## src/design/mmul_pkg.sv

```systemverilog
// ----------------------------------------------------------------------------
// mmul_pkg
// Shared types, constants and helpers for the fixed-point matrix multiplier.
// ----------------------------------------------------------------------------
package mmul_pkg;

    // Largest matrix side held in the element stores.
    localparam int MAX_DIM = 8;
    // Largest usable side; row and column fields are three bits wide.
    localparam int DIM_CAP = (MAX_DIM < 8) ? MAX_DIM : 8;

    // Field and storage widths.
    localparam int IDX_W     = 3;
    localparam int DIM_W     = 4;
    localparam int VAL_W     = 32;
    localparam int DEPTH     = MAX_DIM * MAX_DIM;
    localparam int ADDR_W    = $clog2(DEPTH);
    localparam int PROD_W    = 2 * VAL_W;
    localparam int ACC_W     = PROD_W + $clog2(DIM_CAP) + 1;
    localparam int FRAC_W    = 16;
    localparam int SHIFT_W   = ACC_W - FRAC_W;
    localparam int CFG_IDX_W = 2;

    // Stream payload widths, rounded up to whole bytes.
    localparam int S_FIELDS_W = 2 * IDX_W + VAL_W;
    localparam int S_DATA_W   = ((S_FIELDS_W + 7) / 8) * 8;
    localparam int S_USER_W   = 2;
    localparam int M_FIELDS_W = 2 * IDX_W + VAL_W;
    localparam int M_DATA_W   = ((M_FIELDS_W + 7) / 8) * 8;

    // Input operation codes carried on tuser.
    typedef enum logic [S_USER_W-1:0] {
        OP_LOAD_A  = 2'd0,
        OP_LOAD_B  = 2'd1,
        OP_COMPUTE = 2'd2
    } op_t;

    // Configuration register indexes.
    typedef enum logic [CFG_IDX_W-1:0] {
        CFG_ROWS_A    = 2'd0,
        CFG_INNER_DIM = 2'd1,
        CFG_COLS_B    = 2'd2
    } cfg_idx_t;

    // Controller states.
    typedef enum logic [1:0] {
        ST_IDLE,
        ST_ISSUE,
        ST_WAIT
    } state_t;

    // Commands from the controller to the datapath.
    typedef struct packed {
        logic              wr_a;
        logic              wr_b;
        logic [ADDR_W-1:0] wr_addr;
        logic              rd_en;
        logic [ADDR_W-1:0] rd_addr_a;
        logic [ADDR_W-1:0] rd_addr_b;
        logic              first_k;
        logic              last_k;
        logic [IDX_W-1:0]  row;
        logic [IDX_W-1:0]  col;
        logic              last_elem;
    } cmd_t;

    // Status from the datapath to the controller.
    typedef struct packed {
        logic loaded;
    } stat_t;

    // Clamp a dimension register to the usable range.
    function automatic logic [DIM_W-1:0] eff_dim(input logic [DIM_W-1:0] v);
        logic [DIM_W-1:0] d;
        if (v == '0) begin
            d = DIM_W'(1);
        end else if (v > DIM_W'(DIM_CAP)) begin
            d = DIM_W'(DIM_CAP);
        end else begin
            d = v;
        end
        return d;
    endfunction

    // Store address of an element.
    function automatic logic [ADDR_W-1:0] addr_of(input logic [IDX_W-1:0] row,
                                                  input logic [IDX_W-1:0] col);
        return ADDR_W'(int'(row) * MAX_DIM + int'(col));
    endfunction

endpackage

```

## src/design/mmul_ctrl.sv

```systemverilog
// ----------------------------------------------------------------------------
// mmul_ctrl
// Holds the dimension registers, decodes input beats and sequences the
// row, column and inner-product loops of a compute request.
// ----------------------------------------------------------------------------
module mmul_ctrl (
    input  logic                                aclk,
    input  logic                                aresetn,
    input  logic                                cfg_wen,
    input  logic [mmul_pkg::CFG_IDX_W-1:0]      cfg_idx,
    input  logic [mmul_pkg::DIM_W-1:0]          cfg_wdata,
    input  logic                                s_tvalid,
    output logic                                s_tready,
    input  logic [mmul_pkg::S_USER_W-1:0]       s_op,
    input  logic [mmul_pkg::IDX_W-1:0]          s_row,
    input  logic [mmul_pkg::IDX_W-1:0]          s_col,
    output mmul_pkg::cmd_t                      cmd,
    input  mmul_pkg::stat_t                     stat
);
    import mmul_pkg::*;

    state_t            state_reg, state_next;
    logic [DIM_W-1:0]  rows_reg, inner_reg, cols_reg;
    logic [IDX_W-1:0]  r_reg, r_next;
    logic [IDX_W-1:0]  c_reg, c_next;
    logic [IDX_W-1:0]  k_reg, k_next;
    logic [DIM_W-1:0]  m_dim, k_dim, n_dim;
    logic              accept;
    logic              k_last, c_last, r_last;
    logic              row_in_a, col_in_a, row_in_b, col_in_b;

    // Effective dimensions and loop end flags.
    assign m_dim  = eff_dim(rows_reg);
    assign k_dim  = eff_dim(inner_reg);
    assign n_dim  = eff_dim(cols_reg);
    assign k_last = (DIM_W'(k_reg) + DIM_W'(1)) == k_dim;
    assign c_last = (DIM_W'(c_reg) + DIM_W'(1)) == n_dim;
    assign r_last = (DIM_W'(r_reg) + DIM_W'(1)) == m_dim;

    // Range checks for load beats.
    assign row_in_a = DIM_W'(s_row) < m_dim;
    assign col_in_a = DIM_W'(s_col) < k_dim;
    assign row_in_b = DIM_W'(s_row) < k_dim;
    assign col_in_b = DIM_W'(s_col) < n_dim;

    assign s_tready = (state_reg == ST_IDLE);
    assign accept   = s_tvalid && s_tready;

    // Dimension registers.
    always_ff @(posedge aclk) begin
        if (!aresetn) begin
            rows_reg  <= DIM_W'(3);
            inner_reg <= DIM_W'(3);
            cols_reg  <= DIM_W'(3);
        end else if (cfg_wen) begin
            case (cfg_idx_t'(cfg_idx))
                CFG_ROWS_A:    rows_reg  <= cfg_wdata;
                CFG_INNER_DIM: inner_reg <= cfg_wdata;
                CFG_COLS_B:    cols_reg  <= cfg_wdata;
                default: begin
                end
            endcase
        end
    end

    // State and loop counters.
    always_ff @(posedge aclk) begin
        if (!aresetn) begin
            state_reg <= ST_IDLE;
            r_reg     <= '0;
            c_reg     <= '0;
            k_reg     <= '0;
        end else begin
            state_reg <= state_next;
            r_reg     <= r_next;
            c_reg     <= c_next;
            k_reg     <= k_next;
        end
    end

    // Next state.
    always_comb begin
        state_next = state_reg;
        case (state_reg)
            ST_IDLE: begin
                if (accept && (op_t'(s_op) == OP_COMPUTE)) begin
                    state_next = ST_ISSUE;
                end
            end
            ST_ISSUE: begin
                if (k_last) begin
                    state_next = ST_WAIT;
                end
            end
            ST_WAIT: begin
                if (stat.loaded) begin
                    state_next = (r_last && c_last) ? ST_IDLE : ST_ISSUE;
                end
            end
            default: state_next = ST_IDLE;
        endcase
    end

    // Loop counters: inner index steps while issuing, row and column step
    // once an element has been handed to the output register.
    always_comb begin
        r_next = r_reg;
        c_next = c_reg;
        k_next = k_reg;
        case (state_reg)
            ST_IDLE: begin
                r_next = '0;
                c_next = '0;
                k_next = '0;
            end
            ST_ISSUE: begin
                k_next = k_last ? '0 : k_reg + IDX_W'(1);
            end
            ST_WAIT: begin
                if (stat.loaded) begin
                    if (c_last) begin
                        c_next = '0;
                        r_next = r_reg + IDX_W'(1);
                    end else begin
                        c_next = c_reg + IDX_W'(1);
                    end
                end
            end
            default: begin
                r_next = '0;
                c_next = '0;
                k_next = '0;
            end
        endcase
    end

    // Commands to the datapath.
    always_comb begin
        cmd           = '0;
        cmd.wr_addr   = addr_of(s_row, s_col);
        cmd.rd_addr_a = addr_of(r_reg, k_reg);
        cmd.rd_addr_b = addr_of(k_reg, c_reg);
        cmd.first_k   = (k_reg == '0);
        cmd.last_k    = k_last;
        cmd.row       = r_reg;
        cmd.col       = c_reg;
        cmd.last_elem = r_last && c_last;
        case (state_reg)
            ST_IDLE: begin
                if (accept) begin
                    case (op_t'(s_op))
                        OP_LOAD_A: cmd.wr_a = row_in_a && col_in_a;
                        OP_LOAD_B: cmd.wr_b = row_in_b && col_in_b;
                        default: begin
                        end
                    endcase
                end
            end
            ST_ISSUE: cmd.rd_en = 1'b1;
            default: begin
            end
        endcase
    end

endmodule

```

## config.mk

```make
export PLATFORM = sky130hd
export DESIGN_NAME = mmul_ctrl
export DESIGN_NICKNAME = d
export VERILOG_FILES = /design/src/design/mmul_pkg.sv /design/src/design/mmul_ctrl.sv
export SDC_FILE = /design/constraint.sdc
export NUM_CORES = 1
export LEC_CHECK = 0
export ABC_AREA = 1
export BUFFER_PORTS_ARGS = -buffer_cell sky130_fd_sc_hd__buf_2
export CAP_MARGIN = 10
export CORE_MARGIN = 1
export CORE_UTILIZATION = 40
export DETAILED_ROUTE_END_ITERATION = 16
export GPL_TIMING_DRIVEN = 1
export PLACE_DENSITY = 0.61
export SYNTH_ARGS = -nofsm -noshare
export SYNTH_HDL_FRONTEND = slang
export SYNTH_SLANG_ARGS = --single-unit
export TNS_END_PERCENT = 10
```

## constraint.sdc

```tcl
create_clock -name aclk -period 2 [get_ports aclk]
set_input_delay 0.1 -clock aclk [delete_from_list [all_inputs] [get_ports aclk]]
set_output_delay 0.1 -clock aclk [all_outputs]
set_load 0.01 [all_outputs]
```

Word level (Yosys, flattened, before mapping):

Cells that the tools add are included.

* register bits after elaboration: 23
* output and inout port bits: 31
* logic and storage cells: 79

* add/subtract/negate cells: 9
* order comparisons: 7
* equal/unequal tests: 13
* muxes and demuxes: 24
* bitwise operators: 1
* reductions and logical operators: 18

Operators with widths (number)
* $mux W4: 6
* $add A6 B3 Y6: 3
* $pmux W3 S2: 3
* $lt A3 B4 Y1: 4
* $mux W3: 5
* $add A3 B1 Y4 const B: 3
* $eq A4 B4 Y1: 3
* $gt A4 B4 Y1 const B: 3
* $logic_not A4 Y1: 3
* $mux W2: 5
* $add A3 B1 Y3 const B: 3
* $reduce_and A2 Y1: 4
* $eq A2 B1 Y1 const B: 3
* $eq A2 B2 Y1 const B: 3
* $logic_not A2 Y1: 3
* $ne A2 B2 Y1 const B: 3
* $pmux W2 S3: 1
* $reduce_and A3 Y1: 2
* $logic_and A1 B1 Y1: 5
* $mux W1: 4
* $logic_not A3 Y1: 1
* $ne A2 B1 Y1 const B: 1
* $not A1 Y1: 1

Longest topological paths before layout:

* word-level depth: 8
* depth in mapped cells: 12
* mapped depth without buffers: 12

Worst setup path after synthesis:

No wires, ideal clock.

* path type: flip-flop to flip-flop
* start: reg c_reg[0]
* end: reg r_reg[1]
* library setup time: 114 ps
* arrival time: 1407 ps
* required time: 1886 ps
* path slack: 479 ps
* stages on the path, launching flop included: 12
* buffers on the path: 0
* period minus slack after synthesis: 1521 ps
* cell sequence: dfxtp_1 -> ha_1 -> inv_1 -> nand2_1 -> nand3_1 -> nand2_1 -> nor2_1 -> nand3_2 -> nand2_2 -> nand2_8 -> nor2_1 -> nor2_2

* longest elaborated chain between the ends: 4

Ends and longest elaborated chain
* start: declaration: RTL line mmul_ctrl.sv:25 `logic [IDX_W-1:0] c_reg, c_next;`
* start signal: assignment: RTL line mmul_ctrl.sv:76 `c_reg <= c_next;`
* $add A3 B1 Y4: RTL line mmul_ctrl.sv:37 `assign c_last = (DIM_W'(c_reg) + DIM_W'(1)) == n_dim;`
* $eq A4 B4 Y1: RTL line mmul_ctrl.sv:37
* $ne A2 B2 Y1 (no line)
* $reduce_and A3 Y1 (no line)
* end signal: assignment: RTL line mmul_ctrl.sv:75 `r_reg <= r_next;`
* end: declaration: RTL line mmul_ctrl.sv:24 `logic [IDX_W-1:0] r_reg, r_next;`

No other way between the ends.
A chain may end at the register's enable or synchronous reset.

==> results.txt <==
vias in the first global route: 1418
Setup TNS: 0 ps
gr usage total: 0.1842
worst-skew pair later-pin latency: 270 ps
Worst path top cell family by delay: flip-flops
mean post-synth cell area: 6.813 um^2
CP peak stage delay: 400 ps
pwr/cell area: 562.5 mW/mm^2
via count: 1622
Cell Chain, Critical Path: inv_1 -> ha_1 -> xnor2_1 -> nand3b_2 -> inv_1 -> buf_2
worst vdd ir: 0.2551 mV
number of fill cells: 446
final WL: 3945 um
WP data required: 1900 ps
Synth Register Bits: 23
FF/Latch Area: 461.7 um^2
# diodes: 0
initial antenna violation count: 0
# hold bufs at CTS: 0
Cell Rows: 23
synth unique cells: 32
dpl ws: 341.6 ps
met2 usage in global routing: 0.2917
first-pass GRT wire length: 6313 um
WL/cell: 11.57 um
EDFF count, synth: 0
chip width: 68.04 um
Post-CTS Setup Repair Bufs: 0
final core occ: 0.4832
worst slew pin tran: 395.5 ps
critical path buffer and inverter count: 3
clock buffer depth: 2
largest net degree at the start of global routing: 20
worst hold path type: input port to flip-flop
share of cells above drive strength 1: 0.2680
Fin. Hold Viols: 0
H-tree depth: 1
type of the worst setup path: flip-flop to primary output
Slowest-stage cell, CP: dfxtp_1
vias per cell: 4.757
drt pass-1 iters: 4
Mapped Nets: 287
final worst-path cycle share: 0.9163
CP Max Fanout: 6
startpoint type of the worst setup path: flip-flop
GR Layer Usage met1: 0.2487
fin. max-slew vios: 0
Layout area overhead: 13.20%
Root Buffer: clkbuf_8
Mapped Cells: 256
GR peak layer: met2
Netlist Area Pre-Place: 0.001744 mm^2
max_slew headroom: 0.7354
post-synthesis sequential area ratio: 0.2640
Worst Slack Setup Final: 167.3 ps
RSZ-0062 raised after global routing: no
die area: 0.004629 mm^2
post-cts sizing count: 0
drt first-iter violations: 71
GPL Wtd Cong: 0.8217
skew final: 3.503 ps
R2R Setup Slk: 350 ps
# port buffers: 49
total power: 0.001111 W
Num CTS Buffers: 3
Die Y: 68.04 um
endpoint type of the worst setup path: primary output
clock tree sinks: 23
Main synth FF type: dfxtp_1
remaining global-route overflow: 0
Post-DP HPWL: 3165 um
Clk pin slew, worst setup/hold paths: 90 ps
Final ANT Viol Nets: 0
nets@finish: 323
Multi-input gate area: 996.0 um^2
cell mode on critical path: inv_1
Max Cap Violations: 0
leakage power: 1.036 nW
Period minus WS final: 1833 ps
maximum clock frequency: 0.5456 GHz
Initial Util: 0.4268
synthesis warning total: 0
Arr. time, crit path: 1730 ps
core area: 0.004086 mm^2
CTS tree: yes
final setup vio count: 0
# DRC: 0
I/O pin count: 50
Post-synth ARST share: 0
met3 Usage GRT: 0.03333
outcome: finished clean
-- where the power goes --
| part | switching, W | internal [W] |
|---|---|---|
| clock | 0.000161 | 0.000139 |
| sequential | 0.0000208 | 0.000480 |
| combinational | 0.000187 | 0.000123 |
-- path summary, 6_finish.rpt --
check	from	to	cells past startpoint
max reg2reg	c_reg[0]$_SDFFE_PN0P_	r_reg[2]$_SDFFE_PN0P_	11
min	cfg_wdata[0]	inner_reg[0]$_SDFFE_PN1P_	3
min reg2reg	rows_reg[0]$_SDFFE_PN1P_	rows_reg[0]$_SDFFE_PN1P_	2
max	k_reg[0]$_SDFFE_PN0N_	cmd[7]	6
-- layout make-up --
class / count / area share
clock buffers: 3 / 0.02091
clock inverters: 1 / 0.002535
inverters: 40 / 0.07858
multi-input cells: 174 / 0.5044
flip-flops and latches: 23 / 0.2338
well taps: 50 / 0.03169
repair buffers: 50 / 0.1280
-- tightest hold or removal path, delay by kind of cell --
family,cells,cell delay (ps)
and+or+nand+nor,2,100
buffers and inverters,1,100
-- cells in the mapped netlist, types with 2 or more instances --
master    number  area (um^2)
nand2_1       56        210.2
inv_1         34        127.6
dfxtp_1       23        460.4
nor2_1        23        86.33
buf_4         18        135.1
nand3_1       18        90.09
a21oi_1       14        70.07
ha_1          12        150.1
o21ai_0       11        55.05
nor3_1         5        25.02
inv_2          4        15.01
xnor2_1        4        35.03
nand2_2        3        18.77
nand4_1        3        18.77
nor2_2         3        18.77
xor2_1         3        26.28
a22oi_1        2        15.01
nand2_8        2        40.04
nand3_2        2        20.02
nand3b_1       2        15.01
o21ai_1        2        10.01
o21bai_1       2        15.01
-- cell usage in the layout, fill, tap and decap left out, drive strengths merged --
cell	synthesis	layout
xor2	3	3
clkinv	1	2
inv	39	39
nor2	27	27
clkbuf	0	3
o211ai	1	1
nand3	20	20
xnor2	4	4
a22oi	2	2
or2	1	1
nor3	5	5
buf	19	50
nand2	62	62
o21ai	13	13
a21oi	15	15
dfxtp	23	23
o21bai	2	2
mux2i	1	1
nand4	3	3
ha	12	12
nand3b	3	3
-- layer usage --
| layer | up-vias | wire length, um |
|---|---|---|
| li1 | 870 | - |
| met1 | 704 | 1968 |
| met2 | 42 | 1734 |
| met3 | 6 | 186 |
| met4 | 0 | 57 |
| met5 | - | 0 |
-- through the flow --
stage	cells	hold slack, ps	instance area [um^2]
floorplan	256	213.2	1744
global placement	337	343.6	1919
detailed placement	337	346.2	1919
CTS	341	68.55	1966
global route	341	77.12	1974
finish	341	67.39	1974
-- cell families (layout without fill, tap and decap cells) --
| family | count (synthesis) | after routing | synth area share |
|---|---|---|---|
| fa+ha+maj | 12 | 12 | 0.08608 |
| mux | 1 | 1 | 0.005739 |
| xor+xnor | 7 | 7 | 0.03515 |
| buf+inv | 59 | 94 | 0.1693 |
| simple gates | 121 | 121 | 0.3357 |
| flops | 23 | 23 | 0.2640 |
| compound gates | 33 | 33 | 0.1040 |
Note: power is estimated with default switching activity, not from simulation.
